`src/hw/rtl/assert_macros.svh`:
```
// Assertion macros for the RTL; included by hcp_bit_packer.
// Each macro expects signals named clk and arst_n in the using module.
`ifndef ASSERT_MACROS_SVH
`define ASSERT_MACROS_SVH
`ifndef SYNTHESIS
`define ASSERT_ALWAYS(label, expr) \
	label: assert property (@(posedge clk) disable iff (!arst_n) (expr)) \
		else $error("assertion failed");
`define ASSERT_IMPLY(label, ante, cons) \
	label: assert property (@(posedge clk) disable iff (!arst_n) (ante) |-> (cons)) \
		else $error("assertion failed");
`define ASSERT_NEXT(label, ante, cons) \
	label: assert property (@(posedge clk) disable iff (!arst_n) (ante) |=> (cons)) \
		else $error("assertion failed");
`else
`define ASSERT_ALWAYS(label, expr)
`define ASSERT_IMPLY(label, ante, cons)
`define ASSERT_NEXT(label, ante, cons)
`endif
`endif

```
`src/hw/rtl/hcp_pkg.sv`:
```
// ----------------------------------------------------------------------------
// hcp_pkg
// Types and constants shared by the code packer modules.
// ----------------------------------------------------------------------------
`default_nettype none
package hcp_pkg;

	localparam int SYMBOL_COUNT_DEF = 256;
	localparam int WORD_BITS_DEF    = 32;
	localparam int SYMBOL_BITS      = 8;
	localparam int CODE_VALUE_BITS  = 32;
	localparam int CODE_LENGTH_BITS = 6;
	localparam int ACTION_BITS      = 2;

	typedef enum logic [ACTION_BITS-1:0] {
		ACT_LOAD   = 2'd0,
		ACT_ENCODE = 2'd1,
		ACT_FLUSH  = 2'd2
	} action_t;

	// item held between the input register and the packing logic
	typedef struct packed {
		logic    valid;
		action_t action;
		logic    sym_ok;
	} hcp_item_t;

endpackage
`default_nettype wire

```
`src/hw/rtl/hcp_bit_packer.sv`:
```
// ----------------------------------------------------------------------------
// hcp_bit_packer
// Accumulator, shift and merge logic and the result register.
// ----------------------------------------------------------------------------
`default_nettype none
`include "assert_macros.svh"
module hcp_bit_packer #(
	parameter int WORD_BITS = 32,
	localparam int LW = $clog2(WORD_BITS + 1)
) (
	input  wire logic                   clk,
	input  wire logic                   arst_n,
	input  wire hcp_pkg::hcp_item_t     item,
	input  wire logic [WORD_BITS-1:0]   code,
	input  wire logic [LW-1:0]          len,
	output logic                        advance,
	output logic                        out_valid,
	input  wire logic                   out_stall,
	output logic      [WORD_BITS-1:0]   packed_word,
	output logic                        final_word
);
	import hcp_pkg::*;

	localparam int FW = $clog2(WORD_BITS);

	logic [WORD_BITS-1:0] acc_q;
	logic [FW-1:0]        fill_q;
	logic                 out_valid_q;
	logic [WORD_BITS-1:0] word_q;
	logic                 final_q;

	logic                 fire;
	logic [LW-1:0]        room;
	logic [LW-1:0]        extra;
	logic [2*WORD_BITS-1:0] acc_wide;
	logic [WORD_BITS-1:0] acc_nx;
	logic [FW-1:0]        fill_nx;
	logic                 emit;
	logic [WORD_BITS-1:0] word_nx;
	logic                 final_nx;

	assign advance = ~out_valid_q | ~out_stall;
	assign fire    = item.valid & advance;

	always_comb begin
		room     = LW'(WORD_BITS) - LW'(fill_q);
		extra    = len - room;
		acc_wide = '0;
		acc_nx   = acc_q;
		fill_nx  = fill_q;
		emit     = 1'b0;
		word_nx  = '0;
		final_nx = 1'b0;
		unique case (item.action)
			ACT_ENCODE: begin
				if (item.sym_ok) begin
					if (len < room) begin
						acc_nx  = (acc_q << len) | code;
						fill_nx = FW'(LW'(fill_q) + len);
					end else begin
						// word completes; low code bits start the next one
						acc_wide = {{WORD_BITS{1'b0}}, acc_q} << room;
						word_nx  = acc_wide[WORD_BITS-1:0] | (code >> extra);
						emit     = 1'b1;
						acc_nx   = code & ~({WORD_BITS{1'b1}} << extra);
						fill_nx  = FW'(extra);
					end
				end
			end
			ACT_FLUSH: begin
				if (fill_q != '0) begin
					word_nx  = acc_q << room;
					final_nx = 1'b1;
					emit     = 1'b1;
					acc_nx   = '0;
					fill_nx  = '0;
				end
			end
			default: begin
			end
		endcase
	end

	always_ff @(posedge clk or negedge arst_n) begin
		if (!arst_n) begin
			acc_q       <= '0;
			fill_q      <= '0;
			out_valid_q <= 1'b0;
		end else begin
			if (fire) begin
				acc_q  <= acc_nx;
				fill_q <= fill_nx;
			end
			if (advance) begin
				out_valid_q <= fire & emit;
			end
		end
	end

	always_ff @(posedge clk) begin
		if (fire && emit) begin
			word_q  <= word_nx;
			final_q <= final_nx;
		end
	end

	assign out_valid   = out_valid_q;
	assign packed_word = word_q;
	assign final_word  = final_q;

	`ASSERT_IMPLY(a_hold_on_stall, out_valid_q && out_stall, !advance)
	`ASSERT_NEXT(a_flush_clears,
		fire && item.action == ACT_FLUSH && fill_q != '0,
		fill_q == '0 && out_valid_q && final_q)
	`ASSERT_NEXT(a_empty_flush_silent,
		fire && item.action == ACT_FLUSH && fill_q == '0, !out_valid_q)
	`ASSERT_NEXT(a_load_no_state,
		fire && item.action == ACT_LOAD, $stable(acc_q) && $stable(fill_q))

endmodule
`default_nettype wire

```
`config.mk`:
```
export PLATFORM = sky130hd
export DESIGN_NAME = hcp_bit_packer
export DESIGN_NICKNAME = d
export VERILOG_FILES = /design/src/hw/rtl/hcp_pkg.sv /design/src/hw/rtl/hcp_bit_packer.sv
export VERILOG_INCLUDE_DIRS = /design/src /design/src/hw/rtl
export SDC_FILE = /design/constraint.sdc
export NUM_CORES = 1
export LEC_CHECK = 0
export CAP_MARGIN = 20
export CORE_MARGIN = 1.5
export CORE_UTILIZATION = 55
export CTS_BUF_LIST = sky130_fd_sc_hd__clkbuf_8
export CTS_CLUSTER_DIAMETER = 120
export DETAILED_ROUTE_END_ITERATION = 10
export DONT_BUFFER_PORTS = 1
export GPL_TIMING_DRIVEN = 1
export PLACE_DENSITY = 0.79
export SYNTH_ARGS = -nofsm -noshare
export SYNTH_HDL_FRONTEND = slang
export SYNTH_SLANG_ARGS = --single-unit
```
`constraint.sdc`:
```
create_clock -name clk -period 6.1 [get_ports clk]
set_input_delay 0.61 -clock clk [delete_from_list [all_inputs] [get_ports clk]]
set_output_delay 0.61 -clock clk [all_outputs]
set_load 0.05 [all_outputs]
```
### Yosys cells after proc, flatten, opt, wreduce, memory -nomap -nowiden

Cells that the tools add are included.

| cells by class | value |
|---|---|
| add/sub/neg operators | 3 |
| multiply operators | 0 |
| div/mod/pow operators | 0 |
| magnitude comparators | 1 |
| shift-type cells | 5 |
| reductions and logical operators | 4 |
| bitwise logic cells | 9 |
| equality and inequality tests | 4 |
| muxes and demuxes | 16 |

Operator list:

| operator | count |
|---|---|
| two-way mux 32 bit | 6 |
| case mux 32 bit (2 select lines) | 2 |
| << shifter 32 x 6 -> 32 bit | 3 |
| OR 32 bit | 2 |
| bitwise AND 32 bit | 1 |
| NOT 32 bit | 1 |
| << shifter 32 x 6 -> 32 bit (first input constant) | 1 |
| right shift 32 x 6 -> 32 bit | 1 |
| two-way mux 5 bit | 3 |
| case mux 5 bit (2 select lines) | 1 |
| < comparator 6 bit | 1 |
| subtractor 6 x 5 -> 6 bit (first input constant) | 1 |
| subtractor 6 bit | 1 |
| adder 5 bit | 1 |
| nonzero test 5 bit | 1 |
| != test 2 bit (second input constant) | 2 |
| AND reduction 4 bit | 1 |
| two-way mux 1 bit | 3 |
| bitwise AND 1 bit | 2 |
| == test 2 x 1 -> 1 bit (second input constant) | 1 |
| == test 2 bit (second input constant) | 1 |
| NOT 1 bit | 2 |
| case mux 1 bit (2 select lines) | 1 |
| nonzero test 2 bit | 1 |
| 2 further kinds | 2 |

| word-level totals | value |
|---|---|
| output and inout port bits | 35 |
| latch bits | 0 |
| memories | 0 |
| register bits after elaboration | 71 |
| word-level logic and storage cells | 47 |
| bits in writable memories | 0 |
| input bits | 45 |
| bits in read-only memories | 0 |

### Depth between registers and ports, before layout

Gate-level depths: netlist of the first run.

| logic depth | value |
|---|---|
| depth in word-level cells | 8 |
| gate-level depth with buffers | 19 |
| depth with buffers taken out | 11 |

### Worst setup path after synthesis of the first run

Ideal clock, no wire load.

| path | value |
|---|---|
| kind | flip-flop to flip-flop |
| start point | reg fill_q[0] |
| end point | reg final_q (netlist: final_word) (enable) |
| setup time | 423 ps |
| slack | 409 ps |
| data arrival time | 5268 ps |
| clock period less this slack | 5691 ps |
| stages on the path, launching flop included | 19 |
| path buffers | 9 |
| data required time | 5677 ps |
| cells stage by stage | dfrtp_1 -> buf_6 -> buf_2 -> buf_2 -> inv_1 -> ha_1 -> buf_4 -> buf_1 -> clkbuf_1 -> xnor2_1 -> ha_1 -> a211oi_1 -> o31ai_4 -> a21o_1 -> buf_4 -> a22oi_2 -> buf_4 -> buf_4 -> nor2_1 |

| between the ends | value |
|---|---|
| longest elaborated chain between the ends | 6 |
| elaborated cells on any way between the ends | 8 |
| classes of those cells | 1 x add/sub; 1 x order compare; 4 x mux; 2 x reduce/logical |

Ends and longest elaborated chain:

| element | line | RTL |
|---|---|---|
| from (decl) | hcp_bit_packer.sv:27 | `logic [FW-1:0] fill_q;` |
| from (signal assigned) | hcp_bit_packer.sv:92 | `fill_q <= fill_nx;` |
| subtractor 6 x 5 -> 6 bit | hcp_bit_packer.sv:46 | `room = LW'(WORD_BITS) - LW'(fill_q);` |
| < comparator 6 bit | hcp_bit_packer.sv:57 | `if (len < room) begin` |
| two-way mux 1 bit | hcp_bit_packer.sv:57 |  |
| two-way mux 1 bit | hcp_bit_packer.sv:56 | `if (item.sym_ok) begin` |
| case mux 1 bit (2 select lines) * | hcp_bit_packer.sv:54 | `unique case (item.action)` |
| logical AND 1 bit * | hcp_bit_packer.sv:101 | `if (fire && emit) begin` |
| to (signal assigned) | hcp_bit_packer.sv:103 | `final_q <= final_nx;` |
| to (decl) | hcp_bit_packer.sv:30 | `logic final_q;` |

Mark *: on every way between the ends. The rest lies on a longest branch, timed or not.
A chain may end at the register's enable or synchronous reset.

### Final worst setup path of the first run

| path | value |
|---|---|
| start point | reg fill_q[0] |
| end point | reg word_q[9] (netlist: packed_word[9]), data pin |

| between the ends | value |
|---|---|
| longest elaborated chain between the ends | 7 |
| elaborated cells on any way between the ends | 12 |
| classes of those cells | 2 x add/sub; 1 x order compare; 3 x shift; 4 x mux; 1 x bitwise; 1 x reduce/logical |

Ends and longest elaborated chain:

| element | line | RTL |
|---|---|---|
| subtractor 6 x 5 -> 6 bit | hcp_bit_packer.sv:46 |  |
| subtractor 6 bit | hcp_bit_packer.sv:47 | `extra = len - room;` |
| right shift 32 x 6 -> 32 bit | hcp_bit_packer.sv:63 | `word_nx = acc_wide[WORD_BITS-1:0] \| (code >> extra);` |
| OR 32 bit | hcp_bit_packer.sv:63 |  |
| two-way mux 32 bit | hcp_bit_packer.sv:57 |  |
| two-way mux 32 bit | hcp_bit_packer.sv:56 |  |
| case mux 32 bit (2 select lines) * | hcp_bit_packer.sv:54 |  |
| via word_nx[9] | hcp_bit_packer.sv:39 | `logic [WORD_BITS-1:0] word_nx;` |
| to (signal assigned) | hcp_bit_packer.sv:102 | `word_q <= word_nx;` |
| to (decl) | hcp_bit_packer.sv:29 | `logic [WORD_BITS-1:0] word_q;` |

The timed path passes the listed nets; every way through them passes the cells marked *.

==> flow_metrics.env, run 1 <==
export IMPL_finClkSkew_ns=0.01518
export IMPL_yosysTopAreaCell="mux4_2"
export IMPL_wirelength_mm=32.16
export IMPL_grt_use_total_pct=39.57
export IMPL_place_hpwl_mm=23.83
export IMPL_min_period_over_period_pct=72.75
export IMPL_cp_common_cell="mux2i_1"
export IMPL_clk_pin_slew_worst_paths_ns=0.09
export IMPL_antenna_found_initial=0
export IMPL_fmax_mhz=225.3
export IMPL_yosysTopAreaCellShare_pct=19.01
export IMPL_crit_path_max_fanout=23
export IMPL_finalWorstSetupSlack_ns=1.662
export IMPL_ys_seq_area_share_pct=22.15
export IMPL_synth_edf_count=33
export IMPL_drt_initial_drc_count=1489
export IMPL_ys_seq_elements=71
export IMPL_antenna_cells=0
export IMPL_avgSynthCellArea_um2=9.478
export IMPL_insertion_delay_ns=0.39
export IMPL_die_x_um=129.3
export IMPL_initial_core_util_pct=57.04
export IMPL_clock_sinks=71
export IMPL_tritoncts_num_buffers=9
export IMPL_worstPathRequired_ns=6.22
export IMPL_hold_violations=0
export IMPL_relSlewSlack_pct=29.90
export IMPL_run_status="finished clean"
export IMPL_regToRegSetupSlack_ns=1.66
export IMPL_synth_distinct_cells=72
export IMPL_grt_max_degree=46
export IMPL_core_mm2=0.01537
export IMPL_crit_buf_inv=2
export IMPL_rsz0062_at_grt="false"
export IMPL_critPathTopFamily="adder cells"
export IMPL_num_rows=45
export IMPL_cts_buffer_depth=2
export IMPL_cts_max_level=3
export IMPL_ant_nets=0
export IMPL_die_y_um=129.3
export IMPL_root_buffer="clkbuf_8"
export IMPL_netlist_top_cells_area="mux4_2 19%, mux2i_1 11%, edfxtp_1 11%"
export IMPL_crit_arrival_ns=4.56
export IMPL_synth_flop_cell="dfrtp_1"
export IMPL_port_buffers=0
export IMPL_grt_pass1_vias=7815
export IMPL_maxCapViolations=0
export IMPL_worst_setup_path_start_kind="flip-flop"
export IMPL_cp_end_kind="flip-flop"
export IMPL_synth_warnings=0
export IMPL_overflow=0
export IMPL_async_flop_share_pct=53.52
export IMPL_vias=8396
export IMPL_cts_tree="yes"
export IMPL_critPathKind="reg -> reg"
export IMPL_place_congestion=1.071
export IMPL_cp_slowest_cell="ha_2"
export IMPL_worstMarginPinSlew_ns=1.052
export IMPL_netlist_instances=925
export IMPL_crit_chain="inv_1, ha_1, xnor2_1, ha_2, buf_4, mux2i_1, mux2i_1, mux2_2, or2_2, a31oi_1, o22ai_1"
export IMPL_final_nets=931
export IMPL_hold_class="in -> async"
export IMPL_synth_nets=982
export IMPL_slowest_delay_ns=0.72
export IMPL_syn_to_final_growth_pct=3.282
export IMPL_syn_cell_area_mm2=0.008767
export IMPL_drc=0
export IMPL_routed_via_density=7.703
export IMPL_finalMaxSlewViolations=0
export IMPL_dieArea_mm2=0.01671
export IMPL_grt_pass1_wl_mm=48.44
export IMPL_finalSetupViolations=0
export IMPL_fin_tns_setup_ns=0
export IMPL_drt_first_pass_iters=6
export IMPL_min_period_ns=4.438
export IMPL_post_drt_wl_per_cell_um=29.50
export IMPL_post_cts_buffers=0
export IMPL_drive_above_1_share_pct=20.02
export IMPL_pre_cts_ws_ns=1.773
export IMPL_io_pins=80
==> cell usage after synthesis, drive strengths merged (21+ instances only) <==
cell type / number
nand2: 131
mux2i: 100
mux4: 74
nor2: 58
a21oi: 49
buf: 44
o21ai: 39
dfrtp: 38
clkbuf: 36
mux2: 35
edfxtp: 33
nor3: 22
o22ai: 21
==> layer usage <==
metal	track usage, %	vias to the layer above	wire length [um]
met2	58.76	700	13990
met3	9.827	136	4189
met4	23.93	0	2231
li1	-	3501	-
met5	0	-	0
met1	52.35	4059	11740
==> timing repair <==
item,in CTS,in global routing
resized for setup,0,0
hold endpoints to repair,38,0
hold buffers,1,0
==> area by class of cell <==
type | count | area (um2)
Inverter | 20 | 75.07
Clock buffer | 9 | 123.9
Clock inverter | 7 | 95.09
Fill cell | 1312 | 6316
Multi-Input combinational cell | 754 | 6406
Sequential cell | 71 | 1943
Tap cell | 211 | 264.0
Timing Repair Buffer | 18 | 147.6
==> through the flow <==
| step | std cells | hold slack (ns) | util (%) | area, um2 |
|---|---|---|---|---|
| 3_5_place_dp | 1073 | 0.3155 | 57.35 | 8816 |
| 4_1_cts | 1090 | 0.06754 | 58.91 | 9055 |
| 5_1_grt | 1090 | 0.07095 | 58.91 | 9055 |
| 2_1_floorplan | 925 | 0.3144 | - | 8767 |
| 6_report | 1090 | 0.06482 | 58.91 | 9055 |
| 3_3_place_gp | 1073 | 0.3155 | 57.35 | 8816 |
==> layout by cell type, fill, tap and decap left out, types with 15 or more instances in the layout <==
cell type / n
a21oi_1: 46
a31oi_1: 20
a32o_1: 15
buf_4: 17
dfrtp_1: 37
edfxtp_1: 33
inv_1: 19
mux2_2: 35
mux2i_1: 100
mux4_2: 74
nand2_1: 130
nor2_1: 54
nor3_1: 21
o21ai_0: 37
o22ai_1: 21
==> worst paths after layout <==
| check | start | end | cells past startpoint |
|---|---|---|---|
| max in group asynchronous | arst_n | acc_q[15] | 1 |
| min in group clk | item[3] | out_valid | 2 |
| worst min register to register | fill_q[4] | fill_q[4] | 1 |
| worst min-delay path | arst_n | acc_q[30] | 1 |
| worst max register to register | fill_q[0] | packed_word[9] | 11 |
| worst max-delay path | fill_q[0] | packed_word[9] | 11 |
==> cells by family after synthesis <==
group	share of synthesized area (%)
flops	22.15
buf+inv	5.038
simple gates	13.97
xor+xnor	1.827
compound gates	20.18
fa+ha+maj	1.912
mux	34.92
==> flip-flops by register name, indices dropped and copies added, names as in the netlist <==
register	cells
packed_word	32
out_valid	1
final_word	1
fill_q	5
acc_q	32
==> worst reg2reg max path, cell delays in order, from the launching register on <==
cell,delay [ns]
dfrtp_2,0.68
inv_1,0.10
ha_1,0.64
xnor2_1,0.16
ha_2,0.72
buf_4,0.41
mux2i_1,0.39
mux2i_1,0.20
mux2_2,0.30
or2_2,0.27
a31oi_1,0.20
o22ai_1,0.11
Power of run 1 is left out: the tool's default activity adds up to more than one toggle a clock period on the data nets, which glitch-free logic cannot reach.
==> inputs of run 2 (changes only) <==
PLACE_DENSITY = 0.76   (was 0.79)
clock period = 4.45 ns   (was 6.1 ns; I/O delays follow)
==> run 2 against run 1 <==
Compared with the run above: global-route usage shrank 0.93 points; worst hold slack gained 0.18 ns; die area is the same; worst setup slack lost 1.2 ns; register-to-register slack lost 1.2 ns; design area grew 0.94%; clock skew grew 0.0098 ns; non-clock buffer count grew 8; maximum frequency grew 12%; clock-buffer cell count is the same; sequential share of layout area shrank 0.20 points; critical endpoint is now packed_word[10].
==> flow_metrics.env, run 2 (same netlist as run 1, synthesis figures left out) <==
export IMPL_run_status="finished clean"
export IMPL_hp_start="code[28]"
export IMPL_post_drt_wl_per_cell_um=28.90
export IMPL_grt_use_total_pct=38.65
export IMPL_fmax_mhz=253.2
export IMPL_reg2reg_to="packed_word[10]"
export IMPL_rsz0062_at_grt="false"
export IMPL_worst_setup_path_start_kind="flip-flop"
export IMPL_antenna_cells=0
export IMPL_clk_pin_slew_worst_paths_ns=0.11
export IMPL_ant_nets=0
export IMPL_hold_class="in -> reg"
export IMPL_place_hpwl_mm=23.43
export IMPL_wirelength_mm=31.73
export IMPL_final_cell_mix="130 x nand2_1, 100 x mux2i_1, 74 x mux4_2"
export IMPL_die_y_um=129.3
export IMPL_clock_sinks=71
export IMPL_initial_core_util_pct=57.04
export IMPL_cp_end_kind="flip-flop"
export IMPL_finClkSkew_ns=0.02495
export IMPL_maxCapViolations=0
export IMPL_cts_max_level=3
export IMPL_worstPathRequired_ns=4.67
export IMPL_finalSetupViolations=0
export IMPL_final_nets=939
export IMPL_slowest_delay_ns=0.62
export IMPL_worstMarginPinSlew_ns=0.9012
export IMPL_drt_initial_drc_count=1514
export IMPL_hold_violations=0
export IMPL_drt_first_pass_iters=6
export IMPL_reg2reg_depth=10
export IMPL_finalMaxSlewViolations=0
export IMPL_mostFrequentLayoutCell="nand2_1"
export IMPL_grt_pass1_vias=7740
export IMPL_dieArea_mm2=0.01671
export IMPL_cp_slowest_cell="a21oi_2"
export IMPL_cts_resized=0
export IMPL_worst_r2r_startpoint="fill_q[1]"
export IMPL_grt_pass1_wl_mm=47.72
export IMPL_drive_above_1_share_pct=20.74
export IMPL_relSlewSlack_pct=39.81
export IMPL_routed_via_density=7.666
export IMPL_min_path_cells=2
export IMPL_core_mm2=0.01537
export IMPL_crit_buf_inv=3
export IMPL_cts_buffer_depth=2
export IMPL_die_x_um=129.3
export IMPL_cts_tree="yes"
export IMPL_crit_arrival_ns=4.17
export IMPL_antenna_found_initial=0
export IMPL_crit_chain="inv_1, ha_1, buf_4, inv_1, maj3_1, a21oi_2, a31oi_1, a21oi_2, nand2_1, o22ai_1"
export IMPL_tritoncts_num_buffers=9
export IMPL_min_period_ns=3.950
export IMPL_place_congestion=1.076
export IMPL_num_rows=45
export IMPL_io_pins=80
export IMPL_drc=0
export IMPL_ctsHoldBuffers=2
export IMPL_port_buffers=0
export IMPL_overflow=0
export IMPL_insertion_delay_ns=0.39
export IMPL_min_period_over_period_pct=88.76
export IMPL_critPathTopFamily="compound AO/OA/AOI/OAI gates"
export IMPL_syn_to_final_growth_pct=4.253
export IMPL_hold_end="acc_q[28]"
export IMPL_grt_max_degree=46
export IMPL_root_buffer="clkbuf_8"
export IMPL_critPathKind="reg -> reg"
export IMPL_worstSetupStartpoint="fill_q[1]"
export IMPL_vias=8417
export IMPL_post_cts_buffers=0
export IMPL_fin_tns_setup_ns=0
export IMPL_regToRegSetupSlack_ns=0.50
export IMPL_crit_path_max_fanout=36
[run 2: cell types whose count changed in the layout (fill, tap and decap cells not counted), sizes merged]
cell	delta
inv	+2
clkinv	-2
dlygate4sd3	+1
buf	+7
[run 2: layout make-up]
| cell class | count | area [um2] |
|---|---|---|
| Multi-Input combinational cell | 754 | 6411 |
| Fill cell | 1300 | 6231 |
| Sequential cell | 71 | 1943 |
| Tap cell | 211 | 264.0 |
| Timing Repair Buffer | 26 | 222.7 |
| Clock buffer | 9 | 123.9 |
| Clock inverter | 7 | 100.1 |
| Inverter | 20 | 75.07 |
[run 2: worst max path at each step]
stage	cells after the start	slack, ns	end
2_1_floorplan	18	0.07	final_word
3_3_place_gp	10	0.69	packed_word[3]
3_5_place_dp	10	0.59	packed_word[3]
4_1_cts	10	0.56	packed_word[3]
5_1_grt	10	0.28	packed_word[7]
6_report	10	0.50	packed_word[10]
[run 2: metal layers]
metal | part of all wire [%] | global-route usage [%] | vias up
met5 | 0 | 0 | -
met3 | 14 | 9.827 | 156
met4 | 6.8 | 22.34 | 0
li1 | - | - | 3511
met1 | 37 | 52.29 | 3993
met2 | 43 | 56.38 | 757
[run 2: metrics by stage]
step | area (um2) | utilization (%) | hold WS (ns) | setup slack (ns) | std cells
after CTS | 9140 | 59.46 | 0.2486 | 0.5640 | 1098
after global routing | 9140 | 59.46 | 0.2639 | 0.2755 | 1098
after detailed placement | 8886 | 57.81 | 0.1504 | 0.5858 | 1080
final | 9140 | 59.46 | 0.2469 | 0.5002 | 1098
after floorplan | 8781 | - | 0.1494 | 0.07401 | 925
after global placement | 8886 | 57.81 | 0.1504 | 0.6926 | 1080
Power of run 2 is left out for the same reason.
